$ cat src/sv/slrg_pkg.sv
// Types, constants and arithmetic helpers of the shuffled Lehmer generator.
package slrg_pkg;

  // Lehmer multiplier and Mersenne modulus 2^31-1.
  localparam logic [14:0] LEHMER_MUL = 15'd16807;
  localparam logic [30:0] LEHMER_MOD = 31'h7FFF_FFFF;

  typedef logic [30:0] value_t;

  typedef enum logic {
    ST_SEED,
    ST_RUN
  } state_e;

  typedef enum logic {
    CMD_NEXT = 1'b0,
    CMD_SEED = 1'b1
  } cmd_e;

  // One Lehmer step: (op * 16807) mod (2^31-1) for op up to 2^31.
  // The product is folded once at bit 31 and corrected by one subtract.
  function automatic value_t lehmer_step(input logic [31:0] op);
    logic [46:0] prod;
    logic [31:0] fold;
    prod = 47'(op) * 47'(LEHMER_MUL);
    fold = {1'b0, prod[30:0]} + {16'b0, prod[46:31]};
    if (fold >= {1'b0, LEHMER_MOD}) begin
      fold = fold - {1'b0, LEHMER_MOD};
    end
    return fold[30:0];
  endfunction

  // Seed conditioning: zero or negative seeds use their magnitude, floor 1.
  function automatic logic [31:0] seed_magnitude(input logic [31:0] raw);
    logic [31:0] mag;
    if (raw[31]) begin
      mag = 32'd0 - raw;
    end else if (raw == 32'd0) begin
      mag = 32'd1;
    end else begin
      mag = raw;
    end
    return mag;
  endfunction

endpackage

$ cat src/sv/slrg_ram.sv
// Generic single-clock RAM with one write port and one registered read port.
module slrg_ram #(
  parameter int WIDTH = 31,
  parameter int DEPTH = 32
) (
  input  logic                     clk_i,
  input  logic                     we_i,
  input  logic [$clog2(DEPTH)-1:0] waddr_i,
  input  logic [WIDTH-1:0]         wdata_i,
  input  logic                     re_i,
  input  logic [$clog2(DEPTH)-1:0] raddr_i,
  output logic [WIDTH-1:0]         rdata_o
);

  logic [WIDTH-1:0] mem_q [DEPTH];

  // A read of the address being written returns the old contents.
  always_ff @(posedge clk_i) begin
    if (we_i) begin
      mem_q[waddr_i] <= wdata_i;
    end
    if (re_i) begin
      rdata_o <= mem_q[raddr_i];
    end
  end

endmodule

$ cat src/sv/shuffled_lehmer_random_generator_top.sv
// Shuffled Lehmer random generator (minimal standard generator with a shuffle table).
// A next transfer (tuser low) advances the Lehmer state, swaps it into the shuffle
// table slot picked by the previous output, and returns the old slot contents; a
// reseed transfer (tuser high) reloads state and table and returns nothing. Next
// transfers are taken one per clock while the output side drains, and each result
// passes through the table RAM read register and then the output register to the
// master side. The slot of the following read is derived from the RAM read data in
// the same cycle, so that loop sets the clock.
// After a reseed transfer s_axis_tready stays low through a warm-up in which the
// Lehmer state advances at every step and refills the table; the same warm-up,
// seeded with 1, runs right after reset.
module shuffled_lehmer_random_generator_top #(
  parameter int TABLE_ENTRIES = 32
) (
  input  logic        clk_i,
  input  logic        rst_ni,
  input  logic        s_axis_tvalid,
  output logic        s_axis_tready,
  input  logic [31:0] s_axis_tdata,   // [31:0] seed_value (signed)
  input  logic        s_axis_tuser,   // [0] command
  output logic        m_axis_tvalid,
  input  logic        m_axis_tready,
  output logic [31:0] m_axis_tdata    // [30:0] random_value, [31] zero
);

  localparam int IDX_W = $clog2(TABLE_ENTRIES);
  localparam int CNT_W = $clog2(TABLE_ENTRIES + 8);
  localparam int SLOT_DIV = 1 + 2147483646 / TABLE_ENTRIES;

  slrg_pkg::state_e state_q, state_d;
  logic [CNT_W-1:0] cnt_q, cnt_d;
  slrg_pkg::value_t lehmer_q, lehmer_d;
  slrg_pkg::value_t last_q, last_d;
  logic             pend_q, pend_d;
  logic             oval_q, oval_d;
  slrg_pkg::value_t odata_q, odata_d;

  logic             in_xfer;
  logic             is_seed;
  logic             move;
  slrg_pkg::value_t last_cur;
  logic [IDX_W-1:0] slot_cur;
  logic [31:0]      step_op;
  slrg_pkg::value_t step_val;

  logic             ram_we;
  logic [IDX_W-1:0] ram_waddr;
  logic             ram_re;
  slrg_pkg::value_t ram_rdata;

  // Shuffle table storage.
  slrg_ram #(
    .WIDTH($bits(slrg_pkg::value_t)),
    .DEPTH(TABLE_ENTRIES)
  ) u_table (
    .clk_i  (clk_i),
    .we_i   (ram_we),
    .waddr_i(ram_waddr),
    .wdata_i(step_val),
    .re_i   (ram_re),
    .raddr_i(slot_cur),
    .rdata_o(ram_rdata)
  );

  // Handshake. A pending read result must leave the RAM output before a new transfer.
  assign move          = pend_q & (~oval_q | m_axis_tready);
  assign s_axis_tready = (state_q == slrg_pkg::ST_RUN) & (~pend_q | move);
  assign in_xfer       = s_axis_tvalid & s_axis_tready;
  assign is_seed       = (s_axis_tuser == slrg_pkg::CMD_SEED);

  // The previous output is still in the RAM read register until it moves on.
  assign last_cur = pend_q ? ram_rdata : last_q;

  // Slot = last_cur / SLOT_DIV, found by comparing against constant thresholds.
  always_comb begin
    slot_cur = '0;
    for (int k = 1; k < TABLE_ENTRIES; k++) begin
      if ({1'b0, last_cur} >= 32'(k * SLOT_DIV)) begin
        slot_cur = IDX_W'(k);
      end
    end
  end

  // The single Lehmer step unit, fed by the seed on a reseed transfer.
  assign step_op  = (state_q == slrg_pkg::ST_RUN && in_xfer && is_seed) ?
                    slrg_pkg::seed_magnitude(s_axis_tdata) : {1'b0, lehmer_q};
  assign step_val = slrg_pkg::lehmer_step(step_op);

  // Sequencer: next value service and table reload.
  always_comb begin
    state_d   = state_q;
    cnt_d     = cnt_q;
    lehmer_d  = lehmer_q;
    pend_d    = pend_q & ~move;
    last_d    = move ? ram_rdata : last_q;
    ram_we    = 1'b0;
    ram_re    = 1'b0;
    ram_waddr = slot_cur;
    case (state_q)
      slrg_pkg::ST_RUN: begin
        if (in_xfer) begin
          lehmer_d = step_val;
          if (is_seed) begin
            state_d = slrg_pkg::ST_SEED;
            cnt_d   = CNT_W'(TABLE_ENTRIES + 6);
          end else begin
            // Read the old entry and write the new state to the same slot.
            ram_we = 1'b1;
            ram_re = 1'b1;
            pend_d = 1'b1;
          end
        end
      end
      slrg_pkg::ST_SEED: begin
        lehmer_d = step_val;
        if (cnt_q < CNT_W'(TABLE_ENTRIES)) begin
          ram_we    = 1'b1;
          ram_waddr = cnt_q[IDX_W-1:0];
        end
        if (cnt_q == '0) begin
          state_d = slrg_pkg::ST_RUN;
          last_d  = step_val;
        end else begin
          cnt_d = cnt_q - CNT_W'(1);
        end
      end
      default: begin
        state_d = slrg_pkg::ST_SEED;
      end
    endcase
  end

  // Output register.
  always_comb begin
    oval_d  = move | (oval_q & ~m_axis_tready);
    odata_d = move ? ram_rdata : odata_q;
  end

  // Control state; reset starts the warm-up from seed 1, one step already taken.
  always_ff @(posedge clk_i or negedge rst_ni) begin
    if (!rst_ni) begin
      state_q  <= slrg_pkg::ST_SEED;
      cnt_q    <= CNT_W'(TABLE_ENTRIES + 6);
      lehmer_q <= slrg_pkg::value_t'(slrg_pkg::LEHMER_MUL);
      pend_q   <= 1'b0;
      oval_q   <= 1'b0;
    end else begin
      state_q  <= state_d;
      cnt_q    <= cnt_d;
      lehmer_q <= lehmer_d;
      pend_q   <= pend_d;
      oval_q   <= oval_d;
    end
  end

  // Payload registers.
  always_ff @(posedge clk_i) begin
    last_q  <= last_d;
    odata_q <= odata_d;
  end

  assign m_axis_tvalid = oval_q;
  assign m_axis_tdata  = {1'b0, odata_q};

endmodule

$ cat config.mk
export PLATFORM = sky130hd
export DESIGN_NAME = shuffled_lehmer_random_generator_top
export DESIGN_NICKNAME = d
export VERILOG_FILES = /design/src/sv/slrg_pkg.sv /design/src/sv/slrg_ram.sv /design/src/sv/shuffled_lehmer_random_generator_top.sv
export SDC_FILE = /design/constraint.sdc
export NUM_CORES = 2
export LEC_CHECK = 0
export ABC_CLOCK_PERIOD_IN_PS = 27600
export CAP_MARGIN = 15
export CORE_MARGIN = 5
export CORE_UTILIZATION = 45
export CTS_CLUSTER_DIAMETER = 150
export DETAILED_ROUTE_END_ITERATION = 10
export DONT_BUFFER_PORTS = 1
export PLACE_DENSITY = 0.69
export SLEW_MARGIN = 5
export SYNTH_ARGS = -nofsm -noshare
export SYNTH_HDL_FRONTEND = slang
export SYNTH_HIERARCHICAL = 1
export SYNTH_SLANG_ARGS = --single-unit
$ cat constraint.sdc
create_clock -name clk_i -period 27.6 [get_ports clk_i]
set_clock_uncertainty 0.1 [all_clocks]
set_input_delay 2.76 -clock clk_i [delete_from_list [all_inputs] [get_ports clk_i]]
set_output_delay 2.76 -clock clk_i [all_outputs]
set_load 0.01 [all_outputs]
=== After elaboration in Yosys (flattened, before gate mapping) ===
Memory sizes are Yosys's and may differ from the RTL's. A register that Yosys moved wholly into a read port is not among the register bits.
Index checks and enable logic that the tools add are counted.

* Input bits: 37
* RAM bits: 992
* Memories: 1
* Register bits after elaboration: 102
* Output and inout bits: 34
* Logic and storage cells: 127

{| class="wikitable"
|+ Memory list
! memory !! depth !! bits a word !! read ports !! clocked after memory_dff !! wr ports !! RTL line !! source
|-
| u_table.mem_q || 32 || 31 || 1 || 1 || 1 || slrg_ram.sv:15 || <nowiki>logic [WIDTH-1:0] mem_q [DEPTH];</nowiki>
|}

* Eq/ne operators: 3
* Bitwise logic cells: 13
* Add/subtract/negate cells: 4
* Reductions and logical operators: 5
* $lt $le $gt $ge: 33
* Multipliers: 1
* Mux-type cells: 60

{| class="wikitable"
|+ Operators by type and width
! operator !! number
|-
| $ge 31x31->1 const B || 16
|-
| $ge 31x30->1 const B || 8
|-
| $mux 31 || 7
|-
| $mux 5 || 28
|-
| $ge 31x29->1 const B || 4
|-
| $mux 32 || 2
|-
| $ge 31x28->1 const B || 2
|-
| $pmux 31 s2 || 1
|-
| $mul 32x15->47 const B || 1
|-
| $add 31x16->32 || 1
|-
| $ge 32x31->1 const B || 1
|-
| $logic_not 32->1 || 1
|-
| $sub 1x32->32 const A || 1
|-
| $ge 31x27->1 const B || 1
|-
| $sub 31x31->31 const B || 1
|-
| $mux 6 || 3
|-
| $mux 1 || 12
|-
| $pmux 6 s2 || 1
|-
| $logic_not 6->1 || 1
|-
| $lt 6x6->1 const B || 1
|-
| $mux 3 || 2
|-
| $sub 6x1->6 const B || 1
|-
| $and 1x1->1 || 5
|-
| $not 1->1 || 5
|-
| 7 further kinds || 13
|}

=== Logic depth before layout (Yosys ltp) ===
* Depth after elaboration: 35
* Depth in mapped cells: 54
* Depth with buffers taken out: 49

=== By module ===
Netlist, hierarchy kept.

{| class="wikitable"
|+ By module, submodules not included
! module !! seq. area each (µm²) !! area an instance (µm²) !! times used !! cells each
|-
| slrg_ram || 30719.5 || 39474.1 || 1 || 2192
|-
| shuffled_lehmer_random_generator_top || 2044.5 || 14164.8 || 1 || 1672
|}

=== Worst setup path after synthesis ===
OpenSTA, ideal clock, no wires.

* Path kind: input port to flip-flop
* Start: in s_axis_tdata[2]
* End: mem u_table.mem_q[0][7], data pin
* Stages: 42
* Setup slack: 12.649 ns
* Buffers on the path: 1
* Data arrival time: 14.500 ns
* Cells stage by stage: nor3_1 nand3_1 nor2_1 nand2_1 or3_1 or3_1 nand2_1 xor2_1 o21ai_0 fa_1 ha_1 inv_1 fa_1 inv_1 fa_1 fa_1 fa_1 ha_1 [6 not listed] a31o_2 a21oi_1 o21bai_1 a21oi_1 xnor2_1 ha_1 o21a_1 a2111o_1 o311ai_1 nand4_1 or4_4 or3_4 or4_1 a2111o_1 a2111o_1 o31a_1 o31a_1 nor2_1

* Cells in the longest elaborated chain, start to end: 8

{| class="wikitable"
|+ Ends and longest elaborated chain
! what !! RTL line !! source
|-
| from (decl) || shuffled_lehmer_random_generator_top.sv:19 || <nowiki>input logic [31:0] s_axis_tdata,</nowiki>
|-
| branches (longest 2 deep; another with $sub 1x32->32) || - ||
|-
| $mux 32 * || slrg_pkg.sv:36 || <nowiki>if (raw[31]) begin</nowiki>
|-
| $mux 32 * || shuffled_lehmer_random_generator_top.sv:85 || <nowiki>assign step_op = (state_q == slrg_pkg::ST_RUN && in_xfer && is_seed) ?</nowiki>
|-
| $mul 32x15->47 * || slrg_pkg.sv:25 || <nowiki>prod = 47'(op) * 47'(LEHMER_MUL);</nowiki>
|-
| $add 31x16->32 * || slrg_pkg.sv:26 || <nowiki>fold = {1'b0, prod[30:0]} + {16'b0, prod[46:31]};</nowiki>
|-
| $sub 31x31->31 / $ge 32x31->1 (equally long branches) || slrg_pkg.sv:28, slrg_pkg.sv:27 ||
|-
| $mux 31 * || slrg_pkg.sv:27 || <nowiki>if (fold >= {1'b0, LEHMER_MOD}) begin</nowiki>
|-
| to (decl) || slrg_ram.sv:15 ||
|}

Every way passes the cells marked *.

=== Worst setup path in the final report ===
* Start: in s_axis_tdata[6]
* End: mem u_table.mem_q[29][12], data pin

Same word-level chain as after synthesis.

==> key figures <==
Critical path
  – Worst reg2reg path depth: 42
  – Crit-path max cell delay: 0.77 ns
  – Crit path capture type: flip-flop
  – CP startpoint kind: input port
  – Worst path bufs/invs: 5
  – Worst-path maximum fanout: 32
  – WS Path Type: input port to flip-flop
  – R2R Path End: u_table/mem_q[29][12]
  – Crit-path leading delay family: simple AND/OR/NAND/NOR gates
  – Reg2reg start: pend_q
  – CP Data Required Time: 27.81 ns
  – CP max stage cell: nand2_1
  – Origin of the worst setup path: s_axis_tdata[6]
  – FF-to-FF setup slack: 12.98 ns
  – Crit path depth: 44
  – Worst path arrival time: 16.74 ns

Die
  – Initial core utilization: 45.37%
  – Die height: 355.3 um
  – Die X-Extent: 355.3 um
  – Die Area: 126,200 um2
  – CORE AREA: 118,200 um2
  – IO Count: 71
  – Std cell rows: 126

Routing
  – DRC violations left: 0
  – DR pass1 iterations: 6
  – DRT Wirelength: 140,900 um
  – Via Count: 32,064
  – Post-route ant nets: 0
  – Via density: 5.835
  – DR WL/cell: 25.64 um
  – Iteration-0 DRC Markers: 2,983

STA
  – Final setup vio count: 0
  – Final Hold Fails: 0
  – Rel. slew slack: 21.39%
  – Period utilization: 59.88%
  – Final min period: 16.53 ns
  – Max Slew Vio Count: 0
  – Maximum clock frequency: 0.06050 GHz
  – Worst slew pin tran: 1.171 ns
  – Sum of negative setup slack: 0 ns
  – RSZ-0062 raised after global routing: no
  – Post-route setup slack: 11.07 ns

Clocking
  – Depth of the CTS H-tree: 3
  – Post-CTS sizing: 0
  – Clock Path Buffers: 3
  – CTS tree: built
  – CTS Hold Buffers Added: 0
  – # clock sinks: 1,099
  – Worst-path clk slew: 0.06 ns
  – Root Driver: clkbuf_16
  – Post-CTS Setup Bufs: 0
  – Clock Latency Late Sink: 0.68 ns
  – Num CTS Buffers: 102

GRT
  – Gr usage total: 21.99%
  – Initial antenna violation count: 3
  – Largest net degree at the start of global routing: 125
  – First-pass GRT wire length: 207,000 um
  – Vias in the first global route: 32,007
  – Grt total ovfl: 0

Logic synthesis
  – Syn Area/Cell: 13.88 um2
  – Mapped cell area: 53,640 um2
  – Syn Inst Count: 3,864
  – Main synth FF type: edfxtp_1
  – Ys async rst share: 3.640%
  – Cell variety after synth: 86
  – Syn_nets: 4,244
  – Yosys reg bits: 1,099
  – Synth warnings: 6
  – Number of synthesized flops with an enable pin: 1,054
  – Sequential share of the synthesized area: 61.08%

Placement
  – Cells after DPL: 5,298
  – Dpl hpwl: 86,500 um
  – Pre-CTS setup slack: 10.62 ns
  – Placer Congestion: 0.9321
  – Port Buf Inserts: 0

Layout
  – Share of cells above drive strength 1: 8.038%
  – Layout area overhead: 9.956%
  – Finished Layout Cells: 5,495
  – Nets@finish: 4,249

Hold path
  – Worst Hold End: odata_q[15]
  – Hold Path Cell Cnt: 0
  – Hold Crit Start: u_table/rdata_o[15]
  – Tightest Hold Check Type: flip-flop to flip-flop

Job
  – Max Cap Viol: 0

Status
  – Status: completed
## per-layer routing
layer	track usage [%]	wire length [um]	share of wire, %	up-vias
li1	-	-	-	14393
met1	29.14	56660	40	16233
met2	37.28	69040	49	1199
met3	3.208	10110	7.2	239
met4	7.685	5057	3.6	0
met5	0	0	0	-
## sequential cells by signal, indices dropped and copies added (netlist names)
signal           count
lehmer_q            31
last_q               5
odata_q             31
m_axis_tvalid        1
u_table/mem_q      992
state_q              1
cnt_q                6
u_table/rdata_o     31
pend_q               1
## how the worst max path moves through the flow
stage | slack, ns | endpoint
floorplan | 12.65 | u_table/mem_q[0][7]
global placement | 10.67 | u_table/mem_q[18][7]
detailed placement | 10.62 | u_table/mem_q[19][12]
CTS | 11.27 | u_table/mem_q[29][12]
global route | 10.01 | u_table/mem_q[13][21]
finish | 11.07 | u_table/mem_q[29][12]
## cell usage in the layout, fill, tap and decap left out, types with 41 or more instances in the layout
| cell type | n |
|---|---|
| edfxtp_1 | 1054 |
| mux2i_1 | 502 |
| inv_1 | 320 |
| nand2_1 | 209 |
| ha_1 | 204 |
| a21oi_1 | 162 |
| fa_1 | 139 |
| nand3_1 | 121 |
| clkbuf_16 | 105 |
| nor2_1 | 101 |
| a22oi_1 | 93 |
| o21ai_0 | 84 |
| buf_4 | 73 |
| nor3_1 | 65 |
| a22o_1 | 64 |
| xor2_1 | 53 |
| a21o_1 | 43 |
| xnor2_1 | 41 |
## cell type report
| class | count | area, um2 |
|---|---|---|
| clock buffers | 131 | 2725 |
| clock inverters | 60 | 525.5 |
| flip-flops and latches | 1099 | 32760 |
| fillers | 9975 | 59260 |
| repair buffers | 79 | 658.1 |
| well taps | 1536 | 1922 |
| diodes | 3 | 7.507 |
| inverters | 321 | 1205 |
| multi-input cells | 2266 | 19170 |
## cell usage after synthesis, types with 5 or more instances
cell      count  area [um2]
a211oi_1     11       82.58
a21o_1       43       322.8
a21oi_1     163       815.8
a221oi_1      5       43.79
a22o_1       64       560.5
a22oi_1      93       698.2
a31oi_1      39       244.0
and2_1       22       137.6
and3_1       15       93.84
buf_1         8       30.03
buf_2        34       170.2
buf_4        34       255.2
clkbuf_1     95       356.6
dfrtp_1      30       750.7
dfstp_2      10       262.8
dfxtp_1       5       100.1
edfxtp_1   1054       31650
fa_1        139        2783
ha_1        204        2552
inv_1       321        1205
mux2_2        9       101.4
mux2i_1     502        5025
nand2_1     210       788.3
nand2b_1     18       112.6
nand3_1     122       610.6
nand3b_1      8       60.06
nand4_1      10       62.56
nor2_1      139       521.8
nor2b_1      10       62.56
nor3_1       66       330.3
nor4_1       14       87.58
o21a_1       15       112.6
o21ai_0      87       435.4
o21bai_1     11       82.58
o22ai_1       6       37.54
o31ai_1      22       165.2
o41ai_1       6       52.55
or2_2        10       62.56
or3_1        18       112.6
or4_1        11       82.58
xnor2_1      46       402.9
xor2_1       53       464.2
## worst reg2reg max path: cells and delay by family, from the launching register on
kind,cells,cell delay [ns]
compound gates,11,3.74
flops,1,0.55
xor+xnor,1,0.09
simple gates,15,5.38
buf+inv,7,0.95
fa+ha+maj,8,3.44
## metrics by stage
step	util [%]	cell area [um2]	hold slack, ns
after floorplan	-	53640	0.3003
after CTS	49.83	58920	0.3130
after global routing	49.88	58980	0.3203
after detailed placement	47.08	55670	0.3045
after global placement	47.07	55650	0.3022
final	49.88	58980	0.3116
## logic make-up (layout without fill, tap and decap cells)
group                      Yosys count  in the layout  synth area share (%)
adders and majority gates          343            343                 9.946
AOI/OAI and AO/OA                  622            622                 7.789
xor gates and xnor gates            99             99                 1.617
other                                1              4              0.006991
and+or+nand+nor                    690            690                 6.121
buffers and inverters              499            591                 3.881
muxes                              511            511                 9.557
DFF                               1099           1099                 61.08
Power is left out: the tool's default activity adds up to more than one toggle a clock period on the data nets, which glitch-free logic cannot reach.
